--- src/assert_macros.svh ---
// Assertion helpers shared by the candidate pool modules.
`ifndef ASSERT_MACROS_SVH
`define ASSERT_MACROS_SVH

// Same-cycle implication.
`define SCP_ASSERT_IMP(label, clk, rst, ante, cons, msg) \
  label: assert property (@(posedge clk) disable iff (rst) (ante) |-> (cons)) \
    else $error(msg);

// Next-cycle implication.
`define SCP_ASSERT_NXT(label, clk, rst, ante, cons, msg) \
  label: assert property (@(posedge clk) disable iff (rst) (ante) |=> (cons)) \
    else $error(msg);

`endif

--- src/scp_pkg.sv ---
package scp_pkg;

  localparam int POOL_DEPTH   = 64;
  localparam int ID_BITS      = 24;
  localparam int DIST_BITS    = 32;
  localparam int IDX_BITS     = $clog2(POOL_DEPTH);
  localparam int POS_BITS     = 6;
  localparam int SIZE_BITS    = 7;
  localparam int CAND_ID_BITS = 24;

  localparam logic [SIZE_BITS-1:0] RESET_POOL_SIZE = 7'd64;

  typedef enum logic [1:0] {
    OP_CLEAR  = 2'd0,
    OP_INSERT = 2'd1,
    OP_TAKE   = 2'd2,
    OP_READ   = 2'd3
  } op_t;

  typedef enum logic {
    ST_IDLE,
    ST_APPLY
  } state_t;

  typedef struct packed {
    op_t                          operation;
    logic [CAND_ID_BITS-1:0]      cand_id;
    logic signed [DIST_BITS-1:0]  cand_dist;
    logic [POS_BITS-1:0]          read_index;
  } in_item_t;

  typedef struct packed {
    logic                         accepted;
    logic [POS_BITS-1:0]          insert_pos;
    logic                         found;
    logic [CAND_ID_BITS-1:0]      out_id;
    logic signed [DIST_BITS-1:0]  out_dist;
    logic [POS_BITS-1:0]          out_pos;
  } out_item_t;

  typedef struct packed {
    logic                         valid;
    logic                         unexp;
    logic [ID_BITS-1:0]           id;
    logic signed [DIST_BITS-1:0]  distance;
  } entry_t;

  typedef struct packed {
    logic capture;
    logic apply;
    op_t  op;
    logic ins_ok;
  } cell_ctl_t;

endpackage

--- src/scp_cell.sv ---
`include "assert_macros.svh"

module scp_cell (
  input  logic                                  clk,
  input  logic                                  rst,
  input  logic                                  en,
  input  scp_pkg::cell_ctl_t                    ctl,
  input  logic [scp_pkg::ID_BITS-1:0]           cand_id,
  input  logic signed [scp_pkg::DIST_BITS-1:0]  cand_dist,
  input  logic                                  sel,
  input  scp_pkg::entry_t                       prev,
  input  logic                                  prev_le,
  output scp_pkg::entry_t                       entry,
  output logic                                  le,
  output logic                                  eq,
  output logic                                  take
);
  import scp_pkg::*;

  logic                        valid;
  logic                        unexp;
  logic [ID_BITS-1:0]          id;
  logic signed [DIST_BITS-1:0] distance;
  entry_t                      entry_next;
  logic                        le_next;
  logic                        eq_next;

  assign entry = '{valid: valid, unexp: unexp, id: id, distance: distance};

  assign le_next = valid && en && (distance <= cand_dist);
  assign eq_next = valid && en && (distance == cand_dist) && (id == cand_id);
  assign take    = en && !le && prev_le;

  always_comb begin
    entry_next = entry;
    if (ctl.apply) begin
      priority if (!en || ctl.op == OP_CLEAR) begin
        entry_next.valid = 1'b0;
        entry_next.unexp = 1'b0;
      end else if (ctl.op == OP_INSERT && ctl.ins_ok && !le) begin
        if (prev_le) begin
          entry_next.valid    = 1'b1;
          entry_next.unexp    = 1'b1;
          entry_next.id       = cand_id;
          entry_next.distance = cand_dist;
        end else begin
          entry_next = prev;
        end
      end else if (ctl.op == OP_TAKE && sel) begin
        entry_next.unexp = 1'b0;
      end else begin
        entry_next = entry;
      end
    end
  end

  always_ff @(posedge clk) begin
    if (rst) begin
      valid <= 1'b0;
      unexp <= 1'b0;
      le    <= 1'b0;
      eq    <= 1'b0;
    end else begin
      valid <= entry_next.valid;
      unexp <= entry_next.unexp;
      if (ctl.capture) begin
        le <= le_next;
        eq <= eq_next;
      end
    end
  end

  always_ff @(posedge clk) begin
    id       <= entry_next.id;
    distance <= entry_next.distance;
  end

  `SCP_ASSERT_IMP(a_unexp_needs_valid, clk, rst, unexp, valid, "unexpanded flag on an empty cell")
  `SCP_ASSERT_IMP(a_sorted, clk, rst, valid && prev.valid, prev.distance <= distance, "pool order broken")

endmodule

--- config.mk ---
export PLATFORM = sky130hd
export DESIGN_NAME = scp_cell
export DESIGN_NICKNAME = d
export VERILOG_FILES = /design/src/scp_pkg.sv /design/src/scp_cell.sv
export VERILOG_INCLUDE_DIRS = /design/src /design/src/src
export SDC_FILE = /design/constraint.sdc
export NUM_CORES = 1
export LEC_CHECK = 0
export ABC_AREA = 1
export BUFFER_PORTS_ARGS = -buffer_cell sky130_fd_sc_hd__buf_2
export CAP_MARGIN = 25
export CORE_MARGIN = 1
export CORE_UTILIZATION = 45
export CTS_CLUSTER_DIAMETER = 30
export DETAILED_ROUTE_END_ITERATION = 16
export PLACE_DENSITY = 0.77
export SLEW_MARGIN = 20
export SYNTH_ARGS = -nofsm -noshare
export SYNTH_HDL_FRONTEND = slang
export SYNTH_SLANG_ARGS = --single-unit
--- constraint.sdc ---
create_clock -name clk -period 6.2 [get_ports clk]
set_input_delay 1.24 -clock clk [delete_from_list [all_inputs] [get_ports clk]]
set_output_delay 1.24 -clock clk [all_outputs]
set_load 0.1 [all_outputs]
==> qor.tcl <==
set qor(seq_area_frac_synth_pct) 47.22
set qor(async_flop_share_pct) 0
set qor(critical_path_class) {in -> out}
set qor(postSynthRegisterBits) 60
set qor(num_antenna_cells) 0
set qor(clock_skew_ns) 0.005886
set qor(regArea_um2) 1762
set qor(vias) 3485
set qor(finalSetupViolCount) 0
set qor(critPathMaxFanout) 18
set qor(i_o_pin_count) 185
set qor(most_frequent_cell_on_the_critical_path) {buf_2}
set qor(wire_length_of_the_first_global_routing_pass_um) 14300
set qor(die_x_um) 93.06
set qor(multi_input_area_um2) 1698
set qor(p_leak_nw) 2.444
set qor(maxCapViolations) 0
set qor(critPathRequiredTime_ns) 4.96
set qor(net_sw_share_pct) 29.24
set qor(synth.avg_cell_area_um2) 8.779
set qor(synthFlopType) {edfxtp_1}
set qor(peak_ir_drop_on_the_vdd_network_v) 0.00009714
set qor(relSlewSlack_pct) 44.68
set qor(synthDominantCellAreaShare_pct) 45.07
set qor(synthToLayoutAreaGrowth_pct) 32.06
set qor(drt-total-wl_um) 8928
set qor(first_global_vias) 3273
set qor(comb_power_share_pct) 19.8
set qor(path_type_of_the_worst_min_delay_path) {reg -> reg}
set qor(worst-path-stages) 4
set qor(post-route-period-util_pct) 56.57
set qor(clock_tree.htree_level_count) 3
set qor(yosysTopAreaCell) {edfxtp_1}
set qor(number_of_instances_on_the_worst_hold_path) 2
set qor(die-height_um) 93.06
set qor(antenna_found_initial) 0
set qor(synth.top_cells.by_area) {edfxtp_1, nand2_1, ha_1}
set qor(ctsRootBufferMaster) {clkbuf_8}
set qor(gp_routability_congestion) 0.8009
set qor(cell_rows) 32
set qor(fillerInstances) 721
set qor(synthesis.yosys.warnings) 0
set qor(setup_total_negative_slack_ns) 0
set qor(route.antenna.remaining_nets) 0
set qor(routed_via_density) 4.867
set qor(initial_utilization_pct) 47.30
set qor(clock_net_sink_count) 60
set qor(run_status) {finished, final reports clean}
set qor(internal_power_w) 0.0006845
set qor(ff2ff_path_depth) 9
set qor(hold_viol_final) 0
set qor(dieArea_um2) 8659
set qor(cp_delay_by_family_top) {buffers and inverters}
set qor(clock_group_share_of_total_power_pct) 33.0
set qor(synth_area_um2) 3731
set qor(cell_with_the_biggest_individual_delay_on_the_critical_path) {buf_2}
set qor(end_kind) {primary output}
set qor(cp_data_arrival_time_ns) 2.27
set qor(cp-start-kind) {input port}
set qor(fin_worst_hold_slack_ns) 0.4933
set qor(post_route_cells_drive_above_1_share_pct) 35.50
set qor(max_slew.worst_pin.slew_ns) 0.8298
set qor(dp_worst_setup_slack_ns) 2.691
set qor(postSynthNetCount) 581
set qor(p_switching_w) 0.0002829
set qor(cts.hold.buffers_added) 0
set qor(first_iter_violations) 107
set qor(cts_setup_buffers) 0
set qor(rsz0062_at_grt) {no}
set qor(p_per_area_nw_per_um2) 196.3
set qor(post_cts_resize_count) 0
set qor(finalWorstPathRequiredPeriod_ns) 3.508
set qor(slew_violations) 0
set qor(cp_cell_sequence) {buf_2 > inv_2 > nor3_1 > buf_2}
set qor(nNetsFinal) 765
set qor(grtUsageTotal_pct) 21.05
set qor(wire_per_inst_um) 12.47
set qor(place.port_buffers) 184
set qor(clk_lat_worst_skew_ns) 0.33
set qor(critical-path-max-stage-delay_ns) 0.46
set qor(drcViolationCount) 0
set qor(synth_cell_type_count) 38
set qor(grt_start_max_net_pins) 98
set qor(max_freq_ghz) 0.2851
set qor(share_seq_of_total_power_pct) 47.2
set qor(finalWorstSetupSlack_ns) 2.692
set qor(worst_path_bufs_invs) 3
set qor(netlist_instances) 425
set qor(design.core.area_um2) 7888
set qor(post_synth_edffs) 56
set qor(clkTransAtPathRegs_ns) 0.07
set qor(tritoncts.num_buffers) 9
set qor(maximum_root_to_sink_buffer_count) 2
set qor(grt_overflow) 0
set qor(first_pass_iters) 4
set qor(total_power_w) 0.0009675
set qor(dpl.hpwl_um) 7058
set qor(clock_tree_from_tritoncts) {done}
-- cells in the mapped netlist, types with 2 or more instances --
library cell	count
nand2_1	130
edfxtp_1	56
inv_1	53
o21ai_0	42
ha_1	32
a21oi_1	17
nor2_1	12
xor2_1	11
clkbuf_1	10
o21ai_1	7
nand3_1	6
nor4_1	5
dfxtp_1	4
a211oi_1	3
inv_2	3
nand2_2	3
xnor2_1	3
buf_2	2
buf_4	2
clkinv_1	2
nand3_2	2
nand4_1	2
nor2_2	2
o22ai_1	2
-- final timing paths --
check / slack [ns] / to / startpoint
setup / recovery: 2.69 / take / prev_le
hold / removal: 0.49 / eq / eq
setup reg to reg: 4.33 / eq / distance[31]
hold reg to reg: 0.49 / eq / eq
-- tightest hold or removal path: cells and delay by family (launching register included) --
kind             cells  cell delay (ns)
flip-flops           1             0.32
AND/OR/NAND/NOR      1             0.08
AO/OA/AOI/OAI        1             0.05
-- through the flow --
stage | cell area [um2] | utilization [%] | cells
floorplan | 3731 | - | 425
global placement | 4748 | 60.20 | 700
detailed placement | 4748 | 60.20 | 700
CTS | 4927 | 62.47 | 716
global route | 4927 | 62.47 | 716
finish | 4927 | 62.47 | 716
-- cell type report --
| cell class | instances | area share, % |
|---|---|---|
| Clock buffer | 12 | 3.149 |
| Clock inverter | 4 | 0.4825 |
| Inverter | 58 | 4.418 |
| Multi-Input combinational cell | 293 | 34.46 |
| Sequential cell | 60 | 35.75 |
| Tap cell | 102 | 2.590 |
| Timing Repair Buffer | 187 | 19.15 |
-- metal layers --
layer	wire (um)	GRT usage [%]	vias up
met1	3931	25.91	1548
li1	-	-	1790
met2	4342	36.70	132
met4	171	7.308	0
met5	0	0	-
met3	482	4.146	15
-- flip-flops by register name, summed over array words and instances (netlist names) --
name and count:
id 24, unexp 1, le 1, valid 1, distance 32, eq 1
-- placed cells by master (no fill, tap or decap), drive strengths merged --
cell / n
nor3: 2
o21a: 2
dfxtp: 4
a21oi: 18
a221oi: 1
inv: 56
nand3b: 1
nor2: 14
o21ai: 49
nand2: 135
o211ai: 1
and3: 1
a21o: 1
nand3: 8
edfxtp: 56
clkinvlp: 2
xnor2: 3
nor4: 7
xor2: 11
ha: 32
o22ai: 2
clkinv: 4
buf: 187
a211oi: 3
clkbuf: 12
nand4: 2
-- power by group through the flow --
stage               sequential [W]  clock, W  combinational, W
CTS                       0.000457  0.000327          0.000193
finish                    0.000457  0.000319          0.000192
floorplan                 0.000508         0         0.0000849
global route              0.000457  0.000345          0.000213
detailed placement        0.000466         0          0.000193
global placement          0.000465         0          0.000187
-- cells by family (layout without fill, tap and decap cells) --
group                    count (synthesis)  after routing  share of synthesized area (%)
flip-flops                              60             60                          47.22
XOR/XNOR                                14             14                          3.286
adder cells (fa/ha/maj)                 32             32                          10.73
AO/OA/AOI/OAI                           77             77                          11.10
buffers and inverters                   72            261                          7.512
AND/OR/NAND/NOR                        170            170                          20.15
Power figures use the tool's default switching activity.
